## config.mk

```make
export PLATFORM = sky130hd
export DESIGN_NAME = integer_to_roman_encoder_top_flat
export DESIGN_NICKNAME = d
export VERILOG_FILES = /design/src/rtl/core/i2r_pkg.sv /design/src/rtl/core/i2r_if.sv /design/src/rtl/core/integer_to_roman_encoder_top.sv /design/src/rtl/core/i2r_dp.sv /design/src/rtl/core/i2r_seq.sv /design/src/flat_wrapper.sv
export SDC_FILE = /design/constraint.sdc
export NUM_CORES = 1
export LEC_CHECK = 0
export BUFFER_PORTS_ARGS = -buffer_cell sky130_fd_sc_hd__buf_2
export CAP_MARGIN = 10
export CELL_PAD_IN_SITES_DETAIL_PLACEMENT = 1
export CELL_PAD_IN_SITES_GLOBAL_PLACEMENT = 1
export CORE_MARGIN = 10
export CORE_UTILIZATION = 40
export DETAILED_ROUTE_END_ITERATION = 8
export HOLD_SLACK_MARGIN = 0.1
export PLACE_DENSITY_LB_ADDON = 0.1
export SYNTH_ARGS = -nofsm -noshare
export SYNTH_HDL_FRONTEND = slang
export SYNTH_SLANG_ARGS = --single-unit
```

## constraint.sdc

```tcl
create_clock -name clk_i -period 3.1 [get_ports clk_i]
set_input_delay 0 -clock clk_i [delete_from_list [all_inputs] [get_ports clk_i]]
set_output_delay 0 -clock clk_i [all_outputs]
set_load 0.005 [all_outputs]
```

## src/rtl/core/i2r_pkg.sv

```systemverilog
// ----------------------------------------------------------------------------
// i2r_pkg: shared types and constants for the integer to Roman encoder
// Holds the microcode word layout, the microcode table, the ASCII codes of
// the numeral letters and the control/status structs of the datapath.
// ----------------------------------------------------------------------------
package i2r_pkg;

  localparam int unsigned ValueW  = 12;
  localparam int unsigned CharW   = 7;
  localparam int unsigned AmountW = 10;
  localparam int unsigned UaddrW  = 4;

  localparam logic [ValueW-1:0] ValueMax = 12'd3999;

  // ASCII codes of the numeral letters
  localparam logic [CharW-1:0] CH_NONE = 7'h00;
  localparam logic [CharW-1:0] CH_I    = 7'h49;
  localparam logic [CharW-1:0] CH_V    = 7'h56;
  localparam logic [CharW-1:0] CH_X    = 7'h58;
  localparam logic [CharW-1:0] CH_L    = 7'h4C;
  localparam logic [CharW-1:0] CH_C    = 7'h43;
  localparam logic [CharW-1:0] CH_D    = 7'h44;
  localparam logic [CharW-1:0] CH_M    = 7'h4D;

  // Microcode addresses, one step per numeral value
  localparam logic [UaddrW-1:0] UA_1000 = 4'd0;
  localparam logic [UaddrW-1:0] UA_900  = 4'd1;
  localparam logic [UaddrW-1:0] UA_500  = 4'd2;
  localparam logic [UaddrW-1:0] UA_400  = 4'd3;
  localparam logic [UaddrW-1:0] UA_100  = 4'd4;
  localparam logic [UaddrW-1:0] UA_90   = 4'd5;
  localparam logic [UaddrW-1:0] UA_50   = 4'd6;
  localparam logic [UaddrW-1:0] UA_40   = 4'd7;
  localparam logic [UaddrW-1:0] UA_10   = 4'd8;
  localparam logic [UaddrW-1:0] UA_9    = 4'd9;
  localparam logic [UaddrW-1:0] UA_5    = 4'd10;
  localparam logic [UaddrW-1:0] UA_4    = 4'd11;
  localparam logic [UaddrW-1:0] UA_1    = 4'd12;

  // Sequencer states
  typedef enum logic {
    ST_IDLE,
    ST_RUN
  } seq_state_e;

  // One control word: amount to test and subtract, letters to send,
  // jump target when the amount fits and when it does not
  typedef struct packed {
    logic [AmountW-1:0] amount;
    logic [CharW-1:0]   first;
    logic [CharW-1:0]   second;
    logic [UaddrW-1:0]  take_addr;
    logic [UaddrW-1:0]  skip_addr;
  } ucode_t;

  // Sequencer to datapath
  typedef struct packed {
    logic               load;
    logic               sub;
    logic [AmountW-1:0] amount;
  } dp_ctrl_t;

  // Datapath to sequencer
  typedef struct packed {
    logic ge;         // remaining >= amount
    logic diff_zero;  // remaining - amount == 0
    logic rem_zero;   // remaining == 0
  } dp_stat_t;

  // Microcode table. After a taken step the jump skips steps that can no
  // longer fit (e.g. after 900 the remainder is below 100).
  function automatic ucode_t ucode_rom(input logic [UaddrW-1:0] addr);
    ucode_t w;
    w = '0;
    case (addr)
      UA_1000: w = '{10'd1000, CH_M, CH_NONE, UA_1000, UA_900};
      UA_900:  w = '{10'd900,  CH_C, CH_M,    UA_90,   UA_500};
      UA_500:  w = '{10'd500,  CH_D, CH_NONE, UA_100,  UA_400};
      UA_400:  w = '{10'd400,  CH_C, CH_D,    UA_90,   UA_100};
      UA_100:  w = '{10'd100,  CH_C, CH_NONE, UA_100,  UA_90};
      UA_90:   w = '{10'd90,   CH_X, CH_C,    UA_9,    UA_50};
      UA_50:   w = '{10'd50,   CH_L, CH_NONE, UA_10,   UA_40};
      UA_40:   w = '{10'd40,   CH_X, CH_L,    UA_9,    UA_10};
      UA_10:   w = '{10'd10,   CH_X, CH_NONE, UA_10,   UA_9};
      UA_9:    w = '{10'd9,    CH_I, CH_X,    UA_1,    UA_5};
      UA_5:    w = '{10'd5,    CH_V, CH_NONE, UA_1,    UA_4};
      UA_4:    w = '{10'd4,    CH_I, CH_V,    UA_1,    UA_1};
      UA_1:    w = '{10'd1,    CH_I, CH_NONE, UA_1,    UA_1};
      default: w = '{10'd1,    CH_I, CH_NONE, UA_1,    UA_1};
    endcase
    return w;
  endfunction

endpackage

```

## src/rtl/core/i2r_if.sv

```systemverilog
// ----------------------------------------------------------------------------
// i2r_if: valid/ready channels of the integer to Roman encoder
// One interface for the value channel and one for the character channel.
// ----------------------------------------------------------------------------
interface i2r_in_if import i2r_pkg::*; ();
  logic              valid;
  logic              ready;
  logic [ValueW-1:0] value;

  modport source (output valid, output value, input ready);
  modport sink   (input valid, input value, output ready);
endinterface

interface i2r_out_if import i2r_pkg::*; ();
  logic             valid;
  logic             ready;
  logic [CharW-1:0] roman_char;
  logic             last;
  logic             range_error;

  modport source (output valid, output roman_char, output last, output range_error,
                  input ready);
  modport sink   (input valid, input roman_char, input last, input range_error,
                  output ready);
endinterface

```

## src/rtl/core/integer_to_roman_encoder_top.sv

```systemverilog
// ----------------------------------------------------------------------------
// integer_to_roman_encoder_top: binary value to Roman numeral characters
// Input channel in_i carries a 12-bit value; output channel out_o carries one
// ASCII numeral letter per transfer, with last on the final letter of a run.
// A value of 0 or above 3999 gives a single transfer with range_error set,
// roman_char 0 and last 1.
// A run loads the value, then takes microcode steps: each step sends one letter
// or passes over a microcode step without a letter (a value of 1 passes over
// twelve steps before its first letter). Jumps in the microcode skip steps
// that cannot fit; 3333 sends 12 letters and passes over 12 steps.
// An out-of-range value gives its result without a run. Values are taken one
// at a time: in_i.ready is low while a run is in progress.
// Results leave through a one-entry output register. When the receiver
// stalls, the register holds its transfer and the sequencer waits; nothing is
// dropped. Reset empties the output register and returns the sequencer to
// idle; the block is ready as soon as reset is released.
// ----------------------------------------------------------------------------
module integer_to_roman_encoder_top import i2r_pkg::*; (
  input  logic             clk_i,
  input  logic             rst_ni,
  i2r_in_if.sink           in_i,
  i2r_out_if.source        out_o
);

  logic             out_valid_q, out_valid_d;
  logic [CharW-1:0] out_char_q, out_char_d;
  logic             out_last_q, out_last_d;
  logic             out_err_q, out_err_d;

  logic             adv;
  logic             in_xfer;
  logic             bad_value;
  logic             busy;
  logic             emit;
  logic [CharW-1:0] emit_char;
  logic             emit_last;
  dp_ctrl_t         dp_ctrl;
  dp_stat_t         dp_stat;

  // Handshake
  assign adv        = !out_valid_q || out_o.ready;
  assign in_i.ready = !busy && adv;
  assign in_xfer    = in_i.valid && in_i.ready;
  assign bad_value  = (in_i.value == '0) || (in_i.value > ValueMax);

  i2r_seq u_seq (
    .clk_i       (clk_i),
    .rst_ni      (rst_ni),
    .start_i     (in_xfer && !bad_value),
    .adv_i       (adv),
    .stat_i      (dp_stat),
    .ctrl_o      (dp_ctrl),
    .busy_o      (busy),
    .emit_o      (emit),
    .emit_char_o (emit_char),
    .emit_last_o (emit_last)
  );

  i2r_dp u_dp (
    .clk_i   (clk_i),
    .rst_ni  (rst_ni),
    .value_i (in_i.value),
    .ctrl_i  (dp_ctrl),
    .stat_o  (dp_stat)
  );

  // Output register: error result or sequencer letter
  always_comb begin
    out_valid_d = out_valid_q;
    out_char_d  = out_char_q;
    out_last_d  = out_last_q;
    out_err_d   = out_err_q;
    if (adv) begin
      out_valid_d = 1'b0;
      if (in_xfer && bad_value) begin
        out_valid_d = 1'b1;
        out_char_d  = CH_NONE;
        out_last_d  = 1'b1;
        out_err_d   = 1'b1;
      end else if (emit) begin
        out_valid_d = 1'b1;
        out_char_d  = emit_char;
        out_last_d  = emit_last;
        out_err_d   = 1'b0;
      end
    end
  end

  always_ff @(posedge clk_i or negedge rst_ni) begin
    if (!rst_ni) begin
      out_valid_q <= 1'b0;
    end else begin
      out_valid_q <= out_valid_d;
    end
  end

  always_ff @(posedge clk_i) begin
    out_char_q <= out_char_d;
    out_last_q <= out_last_d;
    out_err_q  <= out_err_d;
  end

  assign out_o.valid       = out_valid_q;
  assign out_o.roman_char  = out_char_q;
  assign out_o.last        = out_last_q;
  assign out_o.range_error = out_err_q;

`ifndef SYNTH
  // An error transfer is a single, letterless result
  a_err_single: assert property (@(posedge clk_i) disable iff (!rst_ni)
    out_o.valid && out_o.range_error |-> out_o.last && (out_o.roman_char == CH_NONE))
    else $error("range error transfer without last or with a letter");

  // A good value starts a run in the sequencer
  a_start_run: assert property (@(posedge clk_i) disable iff (!rst_ni)
    in_xfer && !bad_value |=> busy)
    else $error("valid value did not start a run");

  // A run ends only after its last letter was loaded
  a_end_on_last: assert property (@(posedge clk_i) disable iff (!rst_ni)
    $fell(busy) |-> $past(emit && emit_last && adv))
    else $error("run ended without a last letter");

  // While running, the sequencer never drives an error result
  a_run_no_err: assert property (@(posedge clk_i) disable iff (!rst_ni)
    busy && emit |-> (emit_char != CH_NONE))
    else $error("sequencer emitted an empty letter");
`endif

endmodule

```

## src/rtl/core/i2r_dp.sv

```systemverilog
// ----------------------------------------------------------------------------
// i2r_dp: remainder datapath
// Holds the part of the value not yet sent, compares it with the amount of
// the current control word and subtracts that amount on command.
// ----------------------------------------------------------------------------
module i2r_dp import i2r_pkg::*; (
  input  logic              clk_i,
  input  logic              rst_ni,
  input  logic [ValueW-1:0] value_i,
  input  dp_ctrl_t          ctrl_i,
  output dp_stat_t          stat_o
);

  logic [ValueW-1:0] remaining_q, remaining_d;
  logic [ValueW-1:0] amount_ext;
  logic [ValueW-1:0] diff;

  // Compare and subtract
  assign amount_ext = {{(ValueW-AmountW){1'b0}}, ctrl_i.amount};
  assign diff       = remaining_q - amount_ext;

  assign stat_o.ge        = (remaining_q >= amount_ext);
  assign stat_o.diff_zero = (remaining_q == amount_ext);
  assign stat_o.rem_zero  = (remaining_q == '0);

  // Next remainder
  always_comb begin
    remaining_d = remaining_q;
    if (ctrl_i.load) begin
      remaining_d = value_i;
    end else if (ctrl_i.sub) begin
      remaining_d = diff;
    end
  end

  always_ff @(posedge clk_i or negedge rst_ni) begin
    if (!rst_ni) begin
      remaining_q <= '0;
    end else begin
      remaining_q <= remaining_d;
    end
  end

endmodule

```

## src/rtl/core/i2r_seq.sv

```systemverilog
// ----------------------------------------------------------------------------
// i2r_seq: microcode sequencer
// Step counter over the microcode table. Each step either sends the first
// letter and subtracts (jump to take target) or moves on (skip target). A
// second letter of a subtractive pair is held and sent in the next step.
// ----------------------------------------------------------------------------
module i2r_seq import i2r_pkg::*; (
  input  logic             clk_i,
  input  logic             rst_ni,
  input  logic             start_i,     // valid value accepted
  input  logic             adv_i,       // output slot can take a character
  input  dp_stat_t         stat_i,
  output dp_ctrl_t         ctrl_o,
  output logic             busy_o,
  output logic             emit_o,
  output logic [CharW-1:0] emit_char_o,
  output logic             emit_last_o
);

  seq_state_e        state_q, state_d;
  logic [UaddrW-1:0] upc_q, upc_d;
  logic [CharW-1:0]  pending_q, pending_d;
  ucode_t            uw;
  logic              step;
  logic              has_pending;
  logic              done;

  // Control word fetch
  assign uw          = ucode_rom(upc_q);
  assign step        = (state_q == ST_RUN) && adv_i;
  assign has_pending = (pending_q != CH_NONE);

  // Character of this step and whether it ends the run
  always_comb begin
    emit_o      = 1'b0;
    emit_char_o = CH_NONE;
    emit_last_o = 1'b0;
    if (step) begin
      if (has_pending) begin
        emit_o      = 1'b1;
        emit_char_o = pending_q;
        emit_last_o = stat_i.rem_zero;
      end else if (stat_i.ge) begin
        emit_o      = 1'b1;
        emit_char_o = uw.first;
        emit_last_o = stat_i.diff_zero && (uw.second == CH_NONE);
      end
    end
  end

  assign done = emit_o && emit_last_o;

  // Next state
  always_comb begin
    state_d = state_q;
    case (state_q)
      ST_IDLE: if (start_i) state_d = ST_RUN;
      ST_RUN:  if (done)    state_d = ST_IDLE;
      default: state_d = ST_IDLE;
    endcase
  end

  // Step counter, pending letter and datapath commands
  always_comb begin
    upc_d         = upc_q;
    pending_d     = pending_q;
    ctrl_o.load   = 1'b0;
    ctrl_o.sub    = 1'b0;
    ctrl_o.amount = uw.amount;
    case (state_q)
      ST_IDLE: begin
        if (start_i) begin
          ctrl_o.load = 1'b1;
          upc_d       = UA_1000;
          pending_d   = CH_NONE;
        end
      end
      ST_RUN: begin
        if (step) begin
          if (has_pending) begin
            pending_d = CH_NONE;
          end else if (stat_i.ge) begin
            ctrl_o.sub = 1'b1;
            pending_d  = uw.second;
            upc_d      = uw.take_addr;
          end else begin
            upc_d = uw.skip_addr;
          end
        end
      end
      default: begin
        upc_d     = UA_1000;
        pending_d = CH_NONE;
      end
    endcase
  end

  assign busy_o = (state_q == ST_RUN);

  always_ff @(posedge clk_i or negedge rst_ni) begin
    if (!rst_ni) begin
      state_q   <= ST_IDLE;
      upc_q     <= UA_1000;
      pending_q <= CH_NONE;
    end else begin
      state_q   <= state_d;
      upc_q     <= upc_d;
      pending_q <= pending_d;
    end
  end

endmodule
```

## src/flat_wrapper.sv

```systemverilog
// flat-port wrapper written by rule: the top's interface ports become plain ports
module integer_to_roman_encoder_top_flat import i2r_pkg::*;
  (clk_i, rst_ni, in_i_valid, in_i_value, in_i_ready, out_o_valid, out_o_roman_char, out_o_last, out_o_range_error, out_o_ready);
  i2r_in_if in_i_i ();
  i2r_out_if out_o_i ();
  input  logic clk_i;
  input  logic rst_ni;
  input wire logic [$bits(in_i_i.valid)-1:0] in_i_valid;
  input wire logic [$bits(in_i_i.value)-1:0] in_i_value;
  output wire logic [$bits(in_i_i.ready)-1:0] in_i_ready;
  output wire logic [$bits(out_o_i.valid)-1:0] out_o_valid;
  output wire logic [$bits(out_o_i.roman_char)-1:0] out_o_roman_char;
  output wire logic [$bits(out_o_i.last)-1:0] out_o_last;
  output wire logic [$bits(out_o_i.range_error)-1:0] out_o_range_error;
  input wire logic [$bits(out_o_i.ready)-1:0] out_o_ready;
  assign in_i_i.valid = in_i_valid;
  assign in_i_i.value = in_i_value;
  assign in_i_ready = in_i_i.ready;
  assign out_o_valid = out_o_i.valid;
  assign out_o_roman_char = out_o_i.roman_char;
  assign out_o_last = out_o_i.last;
  assign out_o_range_error = out_o_i.range_error;
  assign out_o_i.ready = out_o_ready;
  integer_to_roman_encoder_top u_core (.clk_i(clk_i), .rst_ni(rst_ni), .in_i(in_i_i), .out_o(out_o_i));
endmodule
```

* Word level (Yosys, flattened, before mapping)
Memory sizes are Yosys's and may differ from the RTL's.
Cells that the tools add are included.
** Operators by class
- $add $sub $neg :: 1
- Multipliers :: 0
- Div/mod/pow operators :: 0
- $lt $le $gt $ge :: 2
- Equal/unequal tests :: 5
- Shift-type cells :: 0
- Multiplexer cells :: 33
- Bitwise operators :: 1
- Reduce and logical (&&, ||, !) cells :: 21
** Operators with widths (number)
- two-way mux 7 bit :: 8
- logical NOT 12 bit :: 2
- two-way mux 12 bit :: 2
- two-way mux 1 bit :: 16
- two-way mux 4 bit :: 4
- case mux 7 bit (2 select lines) :: 1
- == test 12 x 10 -> 1 bit :: 1
- >= comparator 12 x 10 -> 1 bit :: 1
- > comparator 12 bit (second input constant) :: 1
- subtractor 12 x 10 -> 12 bit :: 1
- case mux 4 bit (2 select lines) :: 1
- logical AND 1 bit :: 7
- logical NOT 7 bit :: 1
- nonzero test 7 bit :: 1
- AND reduction 3 bit :: 2
- != test 2 bit (second input constant) :: 2
- nonzero test 2 bit :: 2
- logical NOT 1 bit :: 3
- != test 3 x 1 -> 1 bit (second input constant) :: 1
- logical OR 1 bit :: 2
- != test 2 x 1 -> 1 bit (second input constant) :: 1
- case mux 1 bit (2 select lines) :: 1
- AND reduction 2 bit :: 1
- NOT 1 bit :: 1
** Word-level totals
- Flip-flop bits (word level) :: 34
- Bits in latches :: 0
- RAM bits :: 0
- ROM bits :: 448
- Input port bits :: 16
- Logic and storage cells :: 72
- Memories :: 1
** Memory list
- (no name shown) :: depth 16, width 28, rd ports 1, clocked after memory_dff 0, wr ports 0, RTL line i2r_pkg.sv:75 : case (addr)

* Logic depth before layout (Yosys ltp)
Gate-level depths: netlist (run 1).
An unclocked memory read counts as a cell.
- Word-level depth :: 9
- Gate-level depth with buffers :: 15
- Mapped depth without buffers :: 13

* Modules after synthesis
Synthesis (run 1) repeated with hierarchy kept, for this count alone.
** Unflattened totals
- Cells, all modules :: 315
- Area, all modules :: 2757.6 um2
** Modules (own cells, without submodules)
- i2r_dp :: instances 1, cells an instance 134, area an instance 1143.6 um2, sequential area each 300.3 um2
- i2r_seq :: instances 1, cells an instance 145, area an instance 1123.6 um2, sequential area each 275.3 um2
- integer_to_roman_encoder_top :: instances 1, cells an instance 36, area an instance 490.5 um2, sequential area each 295.3 um2

* Worst setup path before layout (run 1)
OpenSTA, ideal clock, no wires.
- Path kind :: register to register
- Start :: register u_core.u_seq.upc_q[0]
- End :: register u_core.out_last_q (netlist: u_core.out_o.last) (enable)
- Data arrival time :: 2892 ps
- Required time :: 2716 ps
- Path slack :: -176 ps
- Cell stages (with the launch flop) :: 13
- Period minus slack after synthesis :: 3276 ps
- Cells stage by stage :: dfrtp_1 > clkbuf_1 > inv_1 > ha_1 > mux2_2 > o21ai_0 > ha_1 > nand4_1 > nand2_1 > o22ai_4 > nand2_1 > nor2_1 > o21ai_0
** On the way
- Longest elaborated chain between the ends :: 7
** Ends and longest elaborated chain
- start, declared :: RTL line i2r_seq.sv:21 : logic [UaddrW-1:0] upc_q, upc_d;
- start signal, assigned :: RTL line i2r_seq.sv:107 : upc_q <= upc_d;
- memory read (16 x 28 bit)
- >= comparator 12 x 10 -> 1 bit :: RTL line i2r_dp.sv:22 : assign stat_o.ge = (remaining_q >= amount_ext);
- two-way mux 1 bit :: RTL line i2r_seq.sv:43 : end else if (stat_i.ge) begin
- two-way mux 1 bit :: RTL line i2r_seq.sv:39 : if (has_pending) begin
- two-way mux 1 bit :: RTL line i2r_seq.sv:38 : if (step) begin
- nonzero test 2 bit (no line)
- AND reduction 2 bit (no line)
- end signal, assigned :: RTL line integer_to_roman_encoder_top.sv:99 : out_last_q <= out_last_d;
- end, declared :: RTL line integer_to_roman_encoder_top.sv:27 : logic out_last_q, out_last_d;
Every way passes these cells.
A chain may end at the register's enable or synchronous reset.

* Worst setup path in the final report (run 1)
- Start :: register u_core.u_seq.upc_q[0]
- End :: register u_core.u_dp.remaining_q[10]
** On the way
- Longest elaborated chain between the ends :: 7
- Elaborated cells on any way between the ends :: 10
- Classes of those cells :: add/sub: 1; order compare: 1; mux: 6; reduce/logical: 1; memory: 1
** Ends and longest elaborated chain
- memory read (16 x 28 bit) *
- >= comparator 12 x 10 -> 1 bit :: RTL line i2r_dp.sv:22
- two-way mux 1 bit :: RTL line i2r_seq.sv:82 : end else if (stat_i.ge) begin
- two-way mux 1 bit :: RTL line i2r_seq.sv:80 : if (has_pending) begin
- two-way mux 1 bit :: RTL line i2r_seq.sv:79 : if (step) begin
- two-way mux 1 bit :: RTL line i2r_seq.sv:70 : case (state_q)
- nonzero test 2 bit (no line)
- end signal, assigned :: RTL line i2r_dp.sv:40 : remaining_q <= remaining_d;
- end, declared :: RTL line i2r_dp.sv:14 : logic [ValueW-1:0] remaining_q, remaining_d;
Mark *: on every way between the ends. The rest lies on a longest branch, timed or not. The select of a mux whose other input is x is not followed.

==> run summary, run 1 <==
Worst hold stages -> 3
Final ANT Viol Nets -> 0
DRC viols -> 0
FF-to-FF setup slack -> 0.14 ns
Setup TNS -> 0 ns
Placer Congestion -> 0.8743
Slew Limit Headroom -> 59.49%
Number of enable flip-flop cells after synthesis -> 8
Final Cell Area -> 3070 µm²
Nets -> 371
H-tree depth -> 2
Leakage -> 1.338 nW
Initial core utilization -> 41.51%
Min-delay src -> out_o_ready
Die width -> 98.62 µm
Cell Area, Synth -> 2472 µm²
DRT iter0 DRCs -> 166
Post-DR wirelength/cell -> 19.91 µm
Final setup fails -> 0
Hold EP -> u_core.out_o.valid
Maximum vdd ir drop -> 0.5640 mV
Vias in the first global route -> 2,558
Std cell rows -> 28
Clock Sinks -> 32
Post-Syn Nets -> 315
Syn-to-layout area delta -> 24.19%
Number of cells produced by synthesis -> 283
I/O pins -> 27
Max Transition Viols Final -> 0
Root Buffer Master -> clkbuf_8
Worst r2r src -> u_core.u_seq.upc_q[0]
Largest net degree at the start of global routing -> 25
Setup crit start kind -> register
Post-DP Area -> 2770 µm²
Total number of vias -> 2,425
Post-synthesis sequential area ratio -> 34.01%
Syn avg cell area -> 8.736 µm²
Synth async-reset ratio -> 75.00%
Synth Warn # -> 0
Fillers -> 722
Min setup slack post-route -> 0.1372 ns
Total power -> 3.857 mW
Share of layout cells above drive strength 1 -> 25.29%
Crit end category -> register
Clk Latency, worst-skew pair -> 0.29 ns
Worst Max-Slew Pin Slew -> 0.6076 ns
Post-route minimum period -> 2.963 ns
Critical path data required time -> 3.27 ns
First-pass GRT wire length -> 13,610 µm
Buffers on Ports -> 25
Initial antenna violation count -> 0
Routed WL -> 8263 µm
Placed wire-length estimate -> 6087 µm
Outcome -> complete, no violations
Count of max-cap constraint violations -> 0
Worst-path maximum fanout -> 6
DP Worst Slack -> 0.1158 ns
Power density cells -> 1256 nW/µm²
Core box area -> 5956 µm²
Arrival time at the worst endpoint -> 3.13 ns
Worst Clk Skew -> 0.008281 ns
Global-route usage over all layers -> 16.85%
Final period util -> 95.57%
CTS tree -> yes
Die area -> 9726 µm²
Synth unique cells -> 61
Final hold viol count -> 0
Ys flop type -> dfrtp_1
DIE HEIGHT -> 98.62 µm
Worst R2R End -> u_core.u_dp.remaining_q[10]
Yosys reg bits -> 32
R2R cell count -> 11
Worst setup path startpoint -> u_core.u_seq.upc_q[0]
CTS Buf Count -> 5
Drt pass-1 iters -> 4
Routed vias/inst -> 5.843
Crit Path Category -> reg -> reg
Antenna cells -> 0
Fmax -> 337.5 MHz
Aggregate global routing overflow -> 0
Longest Clk Path Bufs -> 2
Worst hold path class -> in -> reg
Clock transition at the registers of the reported paths -> 0.08 ns
==> kinds of logic (layout without fill, tap and decap cells) <==
| group | after synthesis | count (layout) | synth area share (%) |
|---|---|---|---|
| AOI/OAI and AO/OA | 78 | 78 | 23.43 |
| xor gates and xnor gates | 7 | 7 | 2.480 |
| adders and majority gates | 16 | 16 | 8.401 |
| buffers and inverters | 25 | 82 | 4.251 |
| DFF | 32 | 32 | 34.01 |
| muxes | 9 | 9 | 4.149 |
| other | 1 | 1 | 0.1517 |
| and+or+nand+nor | 115 | 115 | 23.13 |
==> placed cells by master (no fill, tap or decap), drive strengths merged, types with 8 or more instances in the layout <==
cell type    instances
nor2                32
edfxtp               8
dfrtp               24
dlygate4sd3         12
nor3                10
buf                 49
inv                 13
ha                  15
a221o                8
o21ai               17
nand2               33
a21oi               15
nand3                8
nand4                8
==> registers in the layout (all words and copies together) (netlist names) <==
name	count
u_core.out_o.range_error	1
u_core.out_o.last	1
u_core.u_seq.busy_o	1
u_core.u_seq.upc_q	4
u_core.out_o.valid	1
u_core.u_seq.pending_q	6
u_core.out_o.roman_char	6
u_core.u_dp.remaining_q	12
==> where the power goes <==
part / leakage, nW / switching (mW) / internal, mW
registers: 0.374 / 0.154 / 0.640
clock network: 0.0532 / 0.172 / 0.234
logic: 0.910 / 1.51 / 1.15
==> worst max-delay path by stage <==
stage	slack (ns)	to
floorplan	0.04	u_core.out_o.last
global placement	0.16	u_core.u_dp.remaining_q[10]
detailed placement	0.12	u_core.out_o.last
CTS	0.08	u_core.out_o.roman_char[3]
global route	-0.04	u_core.u_dp.remaining_q[10]
finish	0.14	u_core.u_dp.remaining_q[10]
==> metal layers <==
layer | share of wire, % | track usage, % | routed length, µm
met1 | 49 | 23.18 | 4013
met4 | 0.98 | 3.859 | 81
met3 | 4.9 | 3.492 | 403
met5 | 0 | 0 | 0
met2 | 46 | 26.37 | 3764
==> per-stage QoR <==
step / utilization [%] / std cells / hold WS [ns]
detailed placement: 46.51 / 389 / 0.05678
floorplan: - / 283 / -0.2956
finish: 51.55 / 415 / 0.1524
global placement: 46.51 / 389 / 0.04965
global route: 51.55 / 415 / 0.1762
CTS: 50.32 / 409 / 0.1512
==> what timing repair did <==
item / CTS / global route
resized for setup: 0 / 11
buffers inserted: 0 / 6
hold endpoints to repair: 35 / 0
endpoints found under the setup margin: 0 / 31
hold buffers: 12 / 0
==> final cells by class <==
cell class	count	area, µm²	share of cell area [%]
clock buffers	5	68.82	2.241
flip-flops and latches	32	842.1	27.42
repair buffers	61	425.4	13.85
inverters	13	48.80	1.589
multi-input cells	226	1554	50.61
clock inverters	3	37.54	1.222
well taps	75	93.84	3.056
==> cell usage after synthesis, types with 6 or more instances <==
master    number  area [µm²]
clkbuf_1       6       22.52
nand2_1       33       123.9
inv_1         11       41.29
mux2_2         6       67.56
nand3_1        8       40.04
o21ai_0       15       75.07
a221o_1        8       80.08
ha_1          15       187.7
nand4_1        8       50.05
nor4_1         6       37.54
nor3_1         9       45.04
nor2_1        29       108.9
dfrtp_1       24       600.6
edfxtp_1       8       240.2
a21oi_1       14       70.07
a31oi_1        7       43.79
==> critical path, stage by stage (launching register included) <==
cell	delay, ns
dfrtp_1	0.36
inv_1	0.06
ha_1	0.35
mux2_2	0.28
o21ai_0	0.18
ha_1	0.25
nand4_1	0.17
nand2_1	0.17
o22ai_4	0.12
a21oi_4	0.29
mux2_4	0.33
a221o_1	0.28
No activity file was read; power rests on OpenSTA's default activity.
==> inputs of run 2 (changes only) <==
CTS_BUF_LIST = sky130_fd_sc_hd__clkbuf_16   (was default)
==> run 2 against run 1 <==
Utilization rose by 0.59 points. Fmax up 0.91%. Setup slack improved by 0.027 ns. Total power is 3.1% higher. Cell count shrank 0.72%. Hold slack better by 0.0072 ns. Register-to-register slack better by 0.03 ns. Global-route usage up 0.22 points. Clock skew decreased by 0.0039 ns. Via count shrank 0.62%. Highest routed layer unchanged.
==> run summary, run 2 (synthesis results as in run 1) <==
Root Buffer Master -> clkbuf_16
Power density cells -> 1281 nW/µm²
Clk Latency, worst-skew pair -> 0.28 ns
Routed wl met2 -> 3793 µm
Sequential Area -> 842.1 µm²
I/O pins -> 27
Slew Limit Headroom -> 58.00%
Clock transition at the registers of the reported paths -> 0.06 ns
RSZ-0062 raised after global routing -> yes
Most common cell after layout, fill and taps aside -> nand2_1
Global-route usage over all layers -> 17.06%
Std cell rows -> 28
Arrival time at the worst endpoint -> 3.10 ns
Multi-input combinational cell area -> 1551 µm²
DRT iter0 DRCs -> 154
Nets -> 368
Post-Layout Cell Count -> 412
Placed wire-length estimate -> 6087 µm
Final hold viol count -> 0
Total power -> 3.977 mW
Top Layer Used -> met4
Routed WL -> 8290 µm
Die width -> 98.62 µm
Aggregate global routing overflow -> 0
Final period util -> 94.71%
Initial core utilization -> 41.51%
Final ANT Viol Nets -> 0
H-tree depth -> 2
CTS tree -> yes
Critical path data required time -> 3.26 ns
Worst Max-Slew Pin Slew -> 0.6299 ns
Drt pass-1 iters -> 5
Worst hold path class -> in -> reg
Worst Clk Skew -> 0.004406 ns
Cells after DPL -> 389
Placer Congestion -> 0.8743
First-pass GRT wire length -> 13,730 µm
Largest net degree at the start of global routing -> 25
Routed vias/inst -> 5.850
Setup crit start kind -> register
Core box area -> 5956 µm²
Antenna cells -> 0
Count of max-cap constraint violations -> 0
Total number of vias -> 2,410
Setup TNS -> 0 ns
CP max stage cell -> ha_1
Final setup fails -> 0
Fmax -> 340.6 MHz
Longest Clk Path Bufs -> 2
Vias in the first global route -> 2,562
Worst-path maximum fanout -> 6
Met3 WL -> 370 µm
Outcome -> complete, no violations
Crit end category -> register
CTS Buf Count -> 5
Die area -> 9726 µm²
Slowest cell delay on critical path -> 0.36 ns
Metal1 wirelength -> 4013 µm
Buffers on Ports -> 25
Commonest cells after routing, fill and taps aside -> 31 x nand2_1, 28 x nor2_1, 25 x buf_2
Crit path cell chain -> inv_1 > ha_1 > nand2_1 > a21o_1 > ha_1 > nand2_1 > nor3_4 > o22ai_4 > a21oi_4 > mux2_4 > a221o_1
DRC viols -> 0
Syn-to-layout area delta -> 25.61%
Maximum vdd ir drop -> 0.4717 mV
Clock Sinks -> 32
Crit Path Category -> reg -> reg
Max Transition Viols Final -> 0
Largest reg by FF count -> u_core.u_dp.remaining_q
Max reg flops -> 12
Post-DR wirelength/cell -> 20.12 µm
Fillers -> 712
DIE HEIGHT -> 98.62 µm
Share of layout cells above drive strength 1 -> 24.04%
Initial antenna violation count -> 0
Leakage -> 1.355 nW
Post-route minimum period -> 2.936 ns
## run 2: changes by cell type in the layout (fill, tap and decap cells not counted), moves of 2 or more
cell       delta
buf_4         -4
ha_1          +2
clkbuf_8      -5
clkbuf_16     +5
ha_2          -2
## run 2: repair_timing
item / in CTS / in global routing
hold buffers: 12 / 0
hold endpoints to repair: 35 / 0
setup endpoints to repair: 0 / 29
setup buffers: 0 / 3
resized for setup: 0 / 11
## run 2: cell type report
type,count,share of cell area (%)
multi-input combinational,226,49.96
sequential,32,27.12
timing repair buffer,58,13.09
clock buffer,5,4.029
tap,75,3.022
inverter,13,1.571
clock inverter,3,1.209
## run 2: metrics by stage
stage	util [%]	worst slack, ns	hold slack (ns)	area (µm²)
final	52.14	0.1639	0.1596	3105
after global routing	52.14	-0.03793	0.1962	3105
after CTS	51.26	0.08728	0.1631	3053
after detailed placement	46.51	0.1158	0.05678	2770
after global placement	46.51	0.1600	0.04965	2770
after floorplan	-	0.04133	-0.2956	2472
## run 2: worst max-delay path, delay by kind of cell (launching register included)
| family | cells | cell delay [ns] |
|---|---|---|
| compound gates | 4 | 0.91 |
| fa+ha+maj | 2 | 0.71 |
| buf+inv | 1 | 0.06 |
| flops | 1 | 0.35 |
| mux | 1 | 0.33 |
| simple gates | 3 | 0.44 |
## run 2: path summary, 6_finish.rpt
| check | from | depth (start not counted) | slack, ns | endpoint |
|---|---|---|---|---|
| worst max-delay path | u_core.u_seq.upc_q[0] | 11 | 0.16 | u_core.u_dp.remaining_q[10] |
| worst min-delay path | out_o_ready | 3 | 0.16 | u_core.out_o.valid |
| worst max register to register | u_core.u_seq.upc_q[0] | 11 | 0.16 | u_core.u_dp.remaining_q[10] |
| worst min register to register | u_core.u_seq.pending_q[1] | 1 | 0.55 | u_core.u_seq.pending_q[1] |
| max in group asynchronous | rst_ni | 2 | 2.38 | u_core.u_seq.upc_q[2] |
| min in group asynchronous | rst_ni | 2 | 0.28 | u_core.u_seq.pending_q[6] |
## run 2: layer usage
| layer | vias to the layer above | global-route usage (%) |
|---|---|---|
| met5 | - | 0 |
| met1 | 1191 | 22.89 |
| met3 | 14 | 3.561 |
| li1 | 1156 | - |
| met2 | 49 | 26.83 |
| met4 | 0 | 5.182 |
## run 2: where the power goes
part / switching (mW) / internal, mW / total, mW
Sequential: 0.154 / 0.642 / 0.795
Clock: 0.182 / 0.373 / 0.556
Combinational: 1.51 / 1.11 / 2.63
